==> src/rtl/itrd_pkg.sv <==
// itrd_pkg: shared widths, reset values, register indexes, command/status structs
// and the radix clamp and character lookup helpers for the integer to radix digits converter
// no dependencies
package itrd_pkg;

    localparam int VALUE_BITS  = 32;
    localparam int MAX_RADIX   = 32;
    localparam int RADIX_W     = 6;
    localparam int CFG_WORD_W  = 64;
    localparam int ALPHA_WORDS = 4;
    localparam int CHAR_W      = 8;
    localparam int ALPHA_CHARS = ALPHA_WORDS * CFG_WORD_W / CHAR_W;
    localparam int ALPHA_IDX_W = $clog2(ALPHA_CHARS);
    localparam int DIGIT_W     = $clog2(MAX_RADIX);
    localparam int CMP_W       = DIGIT_W + 1;
    localparam int ERADIX_W    = $clog2(MAX_RADIX + 1);
    localparam int NUM_DIGITS  = VALUE_BITS;
    localparam int LEN_W       = $clog2(NUM_DIGITS + 1);
    localparam int PTR_W       = $clog2(NUM_DIGITS);
    localparam int BIT_CNT_W   = $clog2(VALUE_BITS);
    localparam int CFG_IDX_W   = 3;
    localparam int ASEL_W      = $clog2(ALPHA_WORDS);

    typedef logic [ALPHA_WORDS-1:0][CFG_WORD_W-1:0] t_alphabet;

    localparam logic [RADIX_W-1:0] RADIX_RESET = RADIX_W'(10);
    localparam t_alphabet ALPHA_RESET = {
        64'd0, 64'd0, 64'd14648, 64'd3978425819141910832
    };
    localparam logic [CHAR_W-1:0] MINUS_CHAR = 8'h2D;

    typedef enum logic [CFG_IDX_W-1:0] {
        CFG_RADIX   = 3'd0,
        CFG_ALPHA_0 = 3'd1,
        CFG_ALPHA_1 = 3'd2,
        CFG_ALPHA_2 = 3'd3,
        CFG_ALPHA_3 = 3'd4
    } t_cfg_idx;

    typedef struct packed {
        logic load;
        logic shift;
        logic emit_sign;
        logic emit_digit;
    } t_cmd;

    typedef struct packed {
        logic neg;
        logic conv_last;
        logic digit_last;
    } t_status;

    // clamp the programmed radix into 2..MAX_RADIX
    function automatic logic [ERADIX_W-1:0] eff_radix(input logic [RADIX_W-1:0] r);
        logic [ERADIX_W-1:0] res;
        if (r < RADIX_W'(2)) begin
            res = ERADIX_W'(2);
        end else if (32'(r) > MAX_RADIX) begin
            res = ERADIX_W'(MAX_RADIX);
        end else begin
            res = ERADIX_W'(r);
        end
        return res;
    endfunction

    // digit to character, zero beyond the alphabet
    function automatic logic [CHAR_W-1:0] alpha_char(input t_alphabet a,
                                                     input logic [DIGIT_W-1:0] d);
        logic [ALPHA_CHARS-1:0][CHAR_W-1:0] chars;
        logic [DIGIT_W+ALPHA_IDX_W-1:0]     ext;
        logic [CHAR_W-1:0]                  res;
        chars = a;
        ext   = {{ALPHA_IDX_W{1'b0}}, d};
        if (ext >= (DIGIT_W+ALPHA_IDX_W)'(ALPHA_CHARS)) begin
            res = '0;
        end else begin
            res = chars[ext[ALPHA_IDX_W-1:0]];
        end
        return res;
    endfunction

endpackage

==> src/rtl/itrd_ctrl.sv <==
// itrd_ctrl: sequencer for one conversion (load, bit shifting, sign, digits)
// depends on itrd_pkg
module itrd_ctrl
    import itrd_pkg::*;
(
    input  logic    i_clk,
    input  logic    i_rst_n,
    input  logic    i_start,
    input  t_status i_status,
    output t_cmd    o_cmd,
    output logic    o_busy
);

    typedef enum logic [1:0] {
        ST_IDLE,
        ST_CONV,
        ST_SIGN,
        ST_DIGITS
    } t_state;

    t_state r_state, n_state;
    logic   r_busy;

    always_comb begin
        n_state = r_state;
        unique case (r_state)
            ST_IDLE: begin
                if (i_start) n_state = ST_CONV;
            end
            ST_CONV: begin
                if (i_status.conv_last) n_state = i_status.neg ? ST_SIGN : ST_DIGITS;
            end
            ST_SIGN: begin
                n_state = ST_DIGITS;
            end
            ST_DIGITS: begin
                if (i_status.digit_last) n_state = ST_IDLE;
            end
            default: begin
                n_state = ST_IDLE;
            end
        endcase
    end

    always_ff @(posedge i_clk) begin
        if (!i_rst_n) begin
            r_state <= ST_IDLE;
            r_busy  <= 1'b0;
        end else begin
            r_state <= n_state;
            r_busy  <= (n_state != ST_IDLE);
        end
    end

    assign o_busy           = r_busy;
    assign o_cmd.load       = (r_state == ST_IDLE) && i_start;
    assign o_cmd.shift      = (r_state == ST_CONV);
    assign o_cmd.emit_sign  = (r_state == ST_SIGN);
    assign o_cmd.emit_digit = (r_state == ST_DIGITS);

    a_cmd_exclusive: assert property (@(posedge i_clk) disable iff (!i_rst_n)
        $onehot0({o_cmd.load, o_cmd.shift, o_cmd.emit_sign, o_cmd.emit_digit}))
        else $error("more than one datapath command at once");

    a_busy_ends_on_last_digit: assert property (@(posedge i_clk) disable iff (!i_rst_n)
        $fell(o_busy) |-> $past(r_state == ST_DIGITS && i_status.digit_last))
        else $error("busy dropped before the last digit went out");

    a_busy_tracks_state: assert property (@(posedge i_clk) disable iff (!i_rst_n)
        o_busy == (r_state != ST_IDLE))
        else $error("busy flag out of step with the sequencer");

endmodule

==> src/rtl/itrd_dpath.sv <==
// itrd_dpath: magnitude shifter, row of radix digit cells, digit pointer and
// character output register; depends on itrd_pkg
module itrd_dpath
    import itrd_pkg::*;
(
    input  logic                     i_clk,
    input  logic                     i_rst_n,
    input  t_cmd                     i_cmd,
    input  logic signed [VALUE_BITS-1:0] i_value,
    input  logic [RADIX_W-1:0]       i_radix,
    input  t_alphabet                i_alphabet,
    output t_status                  o_status,
    output logic                     o_valid,
    output logic [CHAR_W-1:0]        o_character,
    output logic                     o_last
);

    logic [VALUE_BITS-1:0]                r_mag;
    logic                                 r_neg;
    logic [ERADIX_W-1:0]                  r_radix;
    logic [NUM_DIGITS-1:0][DIGIT_W-1:0]   r_cells, n_cells;
    logic [LEN_W-1:0]                     r_len, n_len;
    logic [PTR_W-1:0]                     r_ptr;
    logic [BIT_CNT_W-1:0]                 r_bit_cnt;
    logic                                 r_valid;
    logic [CHAR_W-1:0]                    r_character;
    logic                                 r_last;

    logic [NUM_DIGITS:0]                  carry;
    logic [NUM_DIGITS-1:0]                gen, prop;
    logic [NUM_DIGITS-1:0][CMP_W-1:0]     dbl, dbl_in, dbl_sub;
    logic [CMP_W-1:0]                     radix_cmp;
    logic [VALUE_BITS-1:0]                in_mag;
    logic [DIGIT_W-1:0]                   rd_digit;

    assign radix_cmp = CMP_W'(r_radix);
    assign in_mag    = i_value[VALUE_BITS-1] ? (VALUE_BITS'(0) - VALUE_BITS'(i_value))
                                             : VALUE_BITS'(i_value);

    // each cell doubles its digit and adds the carry from below; a carry out
    // means the doubled digit plus the carry in reached the radix
    always_comb begin
        for (int i = 0; i < NUM_DIGITS; i++) begin
            dbl[i]  = {r_cells[i], 1'b0};
            gen[i]  = dbl[i] >= radix_cmp;
            prop[i] = (dbl[i] | CMP_W'(1)) >= radix_cmp;
        end
        carry[0] = r_mag[VALUE_BITS-1];
        for (int i = 0; i < NUM_DIGITS; i++) begin
            carry[i+1] = gen[i] | (prop[i] & carry[i]);
        end
        for (int i = 0; i < NUM_DIGITS; i++) begin
            dbl_in[i]  = dbl[i] | CMP_W'(carry[i]);
            dbl_sub[i] = dbl_in[i] - radix_cmp;
            n_cells[i] = carry[i+1] ? dbl_sub[i][DIGIT_W-1:0] : dbl_in[i][DIGIT_W-1:0];
        end
    end

    assign n_len    = r_len + LEN_W'(carry[r_len]);
    assign rd_digit = r_cells[r_ptr];

    always_ff @(posedge i_clk) begin
        if (!i_rst_n) begin
            r_len     <= LEN_W'(1);
            r_ptr     <= '0;
            r_bit_cnt <= '0;
            r_valid   <= 1'b0;
        end else begin
            r_valid <= i_cmd.emit_sign || i_cmd.emit_digit;
            if (i_cmd.load) begin
                r_len     <= LEN_W'(1);
                r_ptr     <= '0;
                r_bit_cnt <= '0;
            end else if (i_cmd.shift) begin
                r_len     <= n_len;
                r_ptr     <= PTR_W'(n_len - LEN_W'(1));
                r_bit_cnt <= r_bit_cnt + BIT_CNT_W'(1);
            end else if (i_cmd.emit_digit && (r_ptr != '0)) begin
                r_ptr <= r_ptr - PTR_W'(1);
            end
        end
    end

    always_ff @(posedge i_clk) begin
        if (i_cmd.load) begin
            r_mag   <= in_mag;
            r_neg   <= i_value[VALUE_BITS-1];
            r_radix <= eff_radix(i_radix);
            r_cells <= '0;
        end else if (i_cmd.shift) begin
            r_mag   <= {r_mag[VALUE_BITS-2:0], 1'b0};
            r_cells <= n_cells;
        end
        if (i_cmd.emit_sign) begin
            r_character <= MINUS_CHAR;
            r_last      <= 1'b0;
        end else if (i_cmd.emit_digit) begin
            r_character <= alpha_char(i_alphabet, rd_digit);
            r_last      <= (r_ptr == '0);
        end
    end

    assign o_status.neg        = r_neg;
    assign o_status.conv_last  = (r_bit_cnt == BIT_CNT_W'(VALUE_BITS - 1));
    assign o_status.digit_last = (r_ptr == '0);
    assign o_valid             = r_valid;
    assign o_character         = r_character;
    assign o_last              = r_last;

    a_digit_below_radix: assert property (@(posedge i_clk) disable iff (!i_rst_n)
        i_cmd.emit_digit |-> (CMP_W'(rd_digit) < radix_cmp))
        else $error("emitted digit not below the radix");

    a_ptr_inside_len: assert property (@(posedge i_clk) disable iff (!i_rst_n)
        LEN_W'(r_ptr) < r_len)
        else $error("digit pointer beyond the digit count");

    a_no_top_overflow: assert property (@(posedge i_clk) disable iff (!i_rst_n)
        i_cmd.shift |-> !carry[NUM_DIGITS])
        else $error("digit row overflowed");

endmodule

==> src/rtl/integer_to_radix_digits_top.sv <==
// integer_to_radix_digits_top: one accepted value gives (value is negative) + (digit count)
// characters, one per cycle; the accepting edge loads the value, which is then fed
// through the digit row one magnitude bit per shift before the first character appears
// busy is high through the shifts, optional sign and digits; start is taken once busy is low
// results cannot be held off; synchronous active-low reset, radix 10 and "0123456789"
// depends on itrd_pkg, itrd_ctrl, itrd_dpath
module integer_to_radix_digits_top
    import itrd_pkg::*;
(
    input  logic                         i_clk,
    input  logic                         i_rst_n,
    // command transaction
    input  logic                         start,
    output logic                         busy,
    input  logic signed [VALUE_BITS-1:0] i_value,
    // configuration writes
    input  logic                         i_cfg_we,
    input  logic [CFG_IDX_W-1:0]         i_cfg_idx,
    input  logic [CFG_WORD_W-1:0]        i_cfg_wdata,
    // character transactions
    output logic                         o_valid,
    output logic [CHAR_W-1:0]            o_character,
    output logic                         o_last
);

    // configuration registers
    logic [RADIX_W-1:0] r_radix;
    t_alphabet          r_alphabet;
    logic [CFG_IDX_W-1:0] alpha_sel;

    // control/status between sequencer and datapath
    t_cmd    cmd;
    t_status status;

    // alphabet word index from the register index
    assign alpha_sel = i_cfg_idx - CFG_IDX_W'(CFG_ALPHA_0);

    always_ff @(posedge i_clk) begin
        if (!i_rst_n) begin
            r_radix    <= RADIX_RESET;
            r_alphabet <= ALPHA_RESET;
        end else if (i_cfg_we) begin
            unique case (i_cfg_idx) inside
                CFG_RADIX: begin
                    r_radix <= i_cfg_wdata[RADIX_W-1:0];
                end
                CFG_ALPHA_0, CFG_ALPHA_1, CFG_ALPHA_2, CFG_ALPHA_3: begin
                    r_alphabet[alpha_sel[ASEL_W-1:0]] <= i_cfg_wdata;
                end
                default: begin
                    // unknown register index, write dropped
                end
            endcase
        end
    end

    // sequencer: load, one shift per magnitude bit, optional sign, digits
    itrd_ctrl u_ctrl (
        .i_clk    (i_clk),
        .i_rst_n  (i_rst_n),
        .i_start  (start),
        .i_status (status),
        .o_cmd    (cmd),
        .o_busy   (busy)
    );

    // datapath: digit row fed msb first, then read back from the top digit down
    itrd_dpath u_dpath (
        .i_clk       (i_clk),
        .i_rst_n     (i_rst_n),
        .i_cmd       (cmd),
        .i_value     (i_value),
        .i_radix     (r_radix),
        .i_alphabet  (r_alphabet),
        .o_status    (status),
        .o_valid     (o_valid),
        .o_character (o_character),
        .o_last      (o_last)
    );

    // no character directly follows the last one of a transaction
    a_gap_after_last: assert property (@(posedge i_clk) disable iff (!i_rst_n)
        (o_valid && o_last) |=> !o_valid)
        else $error("character straight after the final one");

    // characters only appear while a conversion is in flight or just finished
    a_valid_needs_busy: assert property (@(posedge i_clk) disable iff (!i_rst_n)
        o_valid |-> $past(busy))
        else $error("character without a conversion in progress");

endmodule

==> config.mk <==
export PLATFORM = sky130hd
export DESIGN_NAME = integer_to_radix_digits_top
export DESIGN_NICKNAME = d
export VERILOG_FILES = /design/src/rtl/itrd_pkg.sv /design/src/rtl/itrd_ctrl.sv /design/src/rtl/itrd_dpath.sv /design/src/rtl/integer_to_radix_digits_top.sv
export SDC_FILE = /design/constraint.sdc
export NUM_CORES = 2
export LEC_CHECK = 0
export ABC_AREA = 1
export BUFFER_PORTS_ARGS = -buffer_cell sky130_fd_sc_hd__buf_2
export CAP_MARGIN = 5
export CORE_MARGIN = 4
export CORE_UTILIZATION = 50
export DETAILED_ROUTE_END_ITERATION = 10
export PLACE_DENSITY = 0.63
export SLEW_MARGIN = 20
export SYNTH_ARGS = -nofsm -noshare
export SYNTH_HDL_FRONTEND = slang
export SYNTH_SLANG_ARGS = --single-unit
==> constraint.sdc <==
create_clock -name i_clk -period 13.8 [get_ports i_clk]
set_input_delay 0.69 -clock i_clk [delete_from_list [all_inputs] [get_ports i_clk]]
set_output_delay 0.69 -clock i_clk [all_outputs]
set_load 0.03 [all_outputs]
# Yosys cells after proc, flatten, opt, wreduce, memory -nomap -nowiden
# Index checks and enable logic that the tools add are counted.
# Widths: inputs -> output; s select.
classes:
  n_addsub: 38
  order_cmp: 71
  n_eq_ne: 8
  muxes: 52
  n_bitwise: 97
  n_reduce_logical: 16
ops:
  columns: ["cell", "n"]
  rows:
  - ["$ge 6x6->1", 64]
  - ["$bwmux 256", 1]
  - ["$mux 5", 35]
  - ["$or 5x1->5", 32]
  - ["$sub 5x5->5", 32]
  - ["$demux 64 s2", 1]
  - ["$mux 32", 3]
  - ["$mux 64", 1]
  - ["$bmux 8 s5", 1]
  - ["$and 1x1->1", 32]
  - ["$or 1x1->1", 32]
  - ["$sub 1x32->32 const A", 1]
  - ["$bmux 5 s5", 1]
  - ["$lt 5x6->1 const B", 2]
  - ["$sub 5x1->5 const B", 2]
  - ["$mux 8", 1]
  - ["$pmux 2 s4", 1]
  - ["$lt 6x7->1 const B", 1]
  - ["$add 6x1->6", 1]
  - ["$bmux 1 s6", 1]
  - ["$eq 3x2->1 const B", 2]
  - ["$gt 6x6->1 const B", 1]
  - ["$lt 6x2->1 const B", 1]
  - ["$mux 2", 3]
  - ["other kinds (22)", 30]
totals:
  register_bits: 490
  inputBits: 103
  out_inout_bits: 11
  word_cells: 331

# Depth between registers and ports, before layout
logic_depth:
  word_depth: 70
  mapped_depth: 56

# Cells and area by module
# A second synthesis with hierarchy kept.
unflattened:
  cells_unflattened: 4449
  area_unflattened_um2: 31550.3
modules_own_cells:
  columns: ["module", "n_inst", "cells_each", "area_each_um2"]
  rows:
  - ["itrd_dpath", 1, 2965, 21207.8]
  - ["integer_to_radix_digits_top", 1, 1462, 10197.3]
  - ["itrd_ctrl", 1, 22, 145.1]

# Least setup slack after synthesis
# No wires, ideal clock.
synth_path:
  path_kind: "register -> register"
  startpoint: "register u_dpath.r_radix[1]"
  endpoint: "register u_dpath.r_ptr[4]"
  t_arrival_ps: 8330
  required_ps: 13684
  setup_slack_ps: 5354
  path_stages_with_launch: 56
  period_less_slack_ps: 8446
  cell_sequence: "edfxtp_1 inv_1 ha_1 inv_1 nand2_1 nand2_1 nand2_1 nand2_1 nand3_1 nand2_1 nand3_2 nand3_2 nand3_2 nand3_2 nand3_2 nand3_1 nand3_2 nand3_2 [... 20 more ...] nand3_2 nand2_2 nand2_2 nand2_2 clkinv_2 a21oi_1 a21oi_2 ha_1 ha_1 nand2_1 o21ai_0 inv_1 ha_1 nand2_1 o21ai_0 nand3_1 o211ai_1 inv_1"
synth_between:
  elab_chain_cells: 70
synth_rtl:
  columns: ["element", "line", "text"]
  rows:
  - ["start: declaration", "itrd_dpath.sv:20", "logic [ERADIX_W-1:0] r_radix;"]
  - ["start signal: assignment", "itrd_dpath.sv:88", "r_radix <= eff_radix(i_radix);"]
  - ["$ge 6x6->1", "itrd_dpath.sv:46", "prop[i] = (dbl[i] | CMP_W'(1)) >= radix_cmp;"]
  - ["$and 1x1->1", "itrd_dpath.sv:50", "carry[i+1] = gen[i] | (prop[i] & carry[i]);"]
  - ["$or 1x1->1", "itrd_dpath.sv:50", null]
  - ["$and 1x1->1", "itrd_dpath.sv:50", null]
  - ["$or 1x1->1", "itrd_dpath.sv:50", null]
  - ["$and 1x1->1", "itrd_dpath.sv:50", null]
  - ["$or 1x1->1", "itrd_dpath.sv:50", null]
  - ["$and 1x1->1", "itrd_dpath.sv:50", null]
  - ["[... 55 more ...]", null, null]
  - ["$and 1x1->1", "itrd_dpath.sv:50", null]
  - ["$or 1x1->1", "itrd_dpath.sv:50", null]
  - ["$bmux 1 s6 *", "itrd_dpath.sv:59", "assign n_len = r_len + LEN_W'(carry[r_len]);"]
  - ["$mux 1 (implied by the code) *", "itrd_dpath.sv:59", null]
  - ["$add 6x1->6 *", "itrd_dpath.sv:59", null]
  - ["via u_dpath.n_len[1]", "itrd_dpath.sv:22", "logic [LEN_W-1:0] r_len, n_len;"]
  - ["$sub 5x1->5 *", "itrd_dpath.sv:76", "r_ptr <= PTR_W'(n_len - LEN_W'(1));"]
  - ["$mux 5 *", "itrd_dpath.sv:74", "end else if (i_cmd.shift) begin"]
  - ["end signal: assignment", "itrd_dpath.sv:76", null]
  - ["end signal: assignment", "itrd_dpath.sv:79", "r_ptr <= r_ptr - PTR_W'(1);"]
  - ["end: declaration", "itrd_dpath.sv:23", "logic [PTR_W-1:0] r_ptr;"]
# Mark *: on every way through the listed nets, which the timed path passes. The rest lies on a longest branch. The select of a mux whose other input is x is not followed.
# A chain may end at the register's enable or synchronous reset.

# Worst setup path in the final report
layout_path:
  startpoint: "register u_dpath.r_radix[3]"
  endpoint: "register u_dpath.r_ptr[3]"
layout_between:
  elab_chain_cells: 70
layout_rtl:
  columns: ["element", "line"]
  rows:
  - ["$ge 6x6->1", "itrd_dpath.sv:46"]
  - ["$and 1x1->1", "itrd_dpath.sv:50"]
  - ["$or 1x1->1", "itrd_dpath.sv:50"]
  - ["$and 1x1->1", "itrd_dpath.sv:50"]
  - ["$or 1x1->1", "itrd_dpath.sv:50"]
  - ["$and 1x1->1", "itrd_dpath.sv:50"]
  - ["$or 1x1->1", "itrd_dpath.sv:50"]
  - ["$and 1x1->1", "itrd_dpath.sv:50"]
  - ["[... 54 more ...]", null]
  - ["$or 1x1->1", "itrd_dpath.sv:50"]
  - ["$and 1x1->1", "itrd_dpath.sv:50"]
  - ["$or 1x1->1", "itrd_dpath.sv:50"]
  - ["$bmux 1 s6 *", "itrd_dpath.sv:59"]
  - ["$mux 1 (implied by the code) *", "itrd_dpath.sv:59"]
  - ["$add 6x1->6 *", "itrd_dpath.sv:59"]
  - ["$sub 5x1->5 *", "itrd_dpath.sv:76"]
  - ["$mux 5 *", "itrd_dpath.sv:74"]
# Every way passes the cells marked *; elsewhere a longest branch is shown, timed or not. The select of a mux whose other input is x is not followed.

==> impl_metrics.toml <==
[timing]
rsz0062_at_grt = "no"
final-setup-viol-count = 0
layout_min_cycle_time_ns = 7.46
max_slew_margin_pct = 26.9
finalCritPeriodShare_pct = 54.1
setup_tns_ns = 0
tightest_slew_ns = 1.10
fin_hold_ws_ns = 0.310
fin_skew_ns = 0.0359
slew_violations = 0
fmax_mhz = 134
hold_viol_final = 0

[pwr]
power_leakage_uw = 0.0131
seqPwrFrac_pct = 32.9
clockPowerShare_pct = 26.9
power_uw = 5430
powerDensity_nw_per_um2 = 166
pwr-share-comb_pct = 40.2
p_int_uw = 3210
power.switching_uw = 2220
ir_drop_uv = 115
switching_share_pct = 40.8

[layout]
layout.nets = 4443
seq_area_sq_um = 10200
stdcell_area_sq_um = 32700
fill_cells = 5769
area_growth_pct = 9.54
drive_above_1_share_pct = 7.28
fin_util_pct = 55.3
multiInputGateArea_sq_um = 17500

[detailed_routing]
antenna_left = 0
drt_iter0_drc = 2055
drc = 0
wirelength_um = 91700
routedWlPerCell_um = 18.7
vias_per_cell = 5.68
drt_pass1_iterations = 6
vias = 27800

[synthesis]
synth_flop_cell = "dfxtp_1"
netlist.area_leader.share_pct = 30.3
yosysTopAreaCell = "dfxtp_1"
async_flop_share_pct = 0
synth_seq_area_share_pct = 34.2
synth.net_count = 4454
avgSynthCellArea_sq_um = 7.29
synthesis.area_sq_um = 29800
yosys_warnings = 0
ys_types = 53
ys_ff_latch = 490
yosys-top-cells-area = "dfxtp_1, o21ai_0, ha_1"
synth-edff-count = 39
syn_inst = 4089

[worst_setup_path]
critPathLaunchType = "flop"
cp_data_required_time_ns = 14.30
worst-path-max-fanout = 32
regToRegSetupSlack_ns = 6.34
critical_path_class = "flop to flop"
arrival_ns = 7.97
critical_path.max_stage_delay_ns = 0.49
path_common_cell = "nand3_2"
slowest_stage = "buf_4"
critPathCaptureType = "flop"

[clocking]
clock-sinks = 490
cts_tree = "done"
ctsHoldBuffers = 0
clk-insertion-delay-late_ns = 0.64
clockRootBuffer = "clkbuf_16"
htreeDepth = 2
clock_path_buffers = 3
post_cts_resize_count = 0
cts.clk_slew.worst_paths_ns = 0.06
postCtsSetupBuffers = 0
numCtsBuffers = 55

[floorplan]
core_sq_um = 59000
start_util_pct = 50.5
die_x_um = 252
rows = 89
io_pins = 114
die_h_um = 252
dieArea_sq_um = 63600

[hold_path]
min_path_type = "primary input to flop"

[placed_design]
dp_hpwl_um = 59100
port_buffers = 113
gp_congestion = 0.886
placed_cell_area_sq_um = 30900

[global_route]
first_global_vias = 25800
grt_use_total_pct = 27.8
grt_pass1_wl_um = 144000
gr-total-overflow = 0
grt_max_degree = 141
antenna_found_initial = 7

[run_status]
status = "finished clean"

[job]
cap_violations = 0
-- cell type report --
cell class / count / share of cell area (%)
Multi-Input combinational cell: 3024 / 53.6
Antenna cell: 3 / 0.0230
Sequential cell: 490 / 31.2
Inverter: 357 / 4.12
Clock buffer: 82 / 4.86
Clock inverter: 17 / 0.582
Timing Repair Buffer: 150 / 2.60
Tap cell: 773 / 2.96
-- power groups by stage --
stage	Combinational, uW	Sequential (uW)	Clock, uW
floorplan	1570	1770	0
global placement	2150	1810	0
detailed placement	2160	1810	0
CTS	2170	1780	1490
global route	2460	1810	1540
finish	2180	1790	1460
-- layer usage --
metal	share of wire [%]	global-route usage, %
met2	47	46.5
met3	5.6	3.46
met1	44	37.4
met5	0.077	0
met4	3.3	9.11
-- cells in the mapped netlist, drive strengths merged, types with 6 or more instances --
cell type and number:
o31ai 15, clkbuf 189, fa 32, xor2 78, a21oi 468, nor3 10, nand3 137, clkinv 6
xnor2 48, inv 351, o311a 13, a221oi 8, o21ba 13, o22ai 33, o221ai 24, nor2 545
o41ai 16, o21ai 819, nand2 416, o211ai 66, edfxtp 39, ha 230, a21boi 15, dfxtp 451
buf 29
-- layout by cell type (no fill, tap or decap), types with 55 or more instances in the layout --
cell type and n:
inv_1 337, ha_1 230, nand2_1 411, nand3_1 111
o21ai_0 807, a21oi_1 467, dfxtp_1 449, buf_2 112
nor2_1 542, xor2_1 78, o211ai_1 66, clkbuf_16 55
-- critical path, delay by kind of cell, from the launching register on --
kind | cells | cell delay [ns]
simple gates | 41 | 4.56
fa+ha+maj | 3 | 0.79
flops | 1 | 0.37
buf+inv | 6 | 0.84
compound gates | 7 | 0.75
-- registers in the layout, indices dropped and copies added, names as in the netlist, 2 cells and up --
| name | flops |
|---|---|
| r_alphabet | 256 |
| r_radix | 6 |
| u_ctrl.r_state | 2 |
| u_dpath.dbl | 160 |
| u_dpath.o_character | 8 |
| u_dpath.r_bit_cnt | 5 |
| u_dpath.r_len | 6 |
| u_dpath.r_mag | 32 |
| u_dpath.r_ptr | 5 |
| u_dpath.r_radix | 6 |
-- logic make-up (layout without fill, tap and decap cells) --
group                    after synthesis  after routing  synth area share [%]
other                                  0              3                     0
AND/OR/NAND/NOR                     1125           1125                  15.4
XOR/XNOR                             126            126                  3.70
adder cells (fa/ha/maj)              262            262                  11.8
buffers and inverters                575            606                  7.30
flip-flops                           490            490                  34.2
AO/OA/AOI/OAI                       1511           1511                  27.6
-- metrics by stage --
step / worst slack [ns] / std cells
after floorplan: 5.35 / 4089
after global placement: 6.55 / 4794
after detailed placement: 6.39 / 4794
after CTS: 6.39 / 4893
after global routing: 5.59 / 4893
final: 6.34 / 4896
-- path summary, 6_finish.rpt --
path,cells past startpoint,start,end
max reg2reg,57,u_dpath.r_radix[3]$_SDFFCE_PP0P_,u_dpath.r_ptr[3]$_SDFFE_PP0P_
max,57,u_dpath.r_radix[3]$_SDFFCE_PP0P_,u_dpath.r_ptr[3]$_SDFFE_PP0P_
min reg2reg,2,r_alphabet[128]$_SDFFE_PN0P_,r_alphabet[128]$_SDFFE_PN0P_
min,3,i_cfg_wdata[36],r_alphabet[36]$_SDFFE_PN1P_
Note: power is estimated with default switching activity, not from simulation.
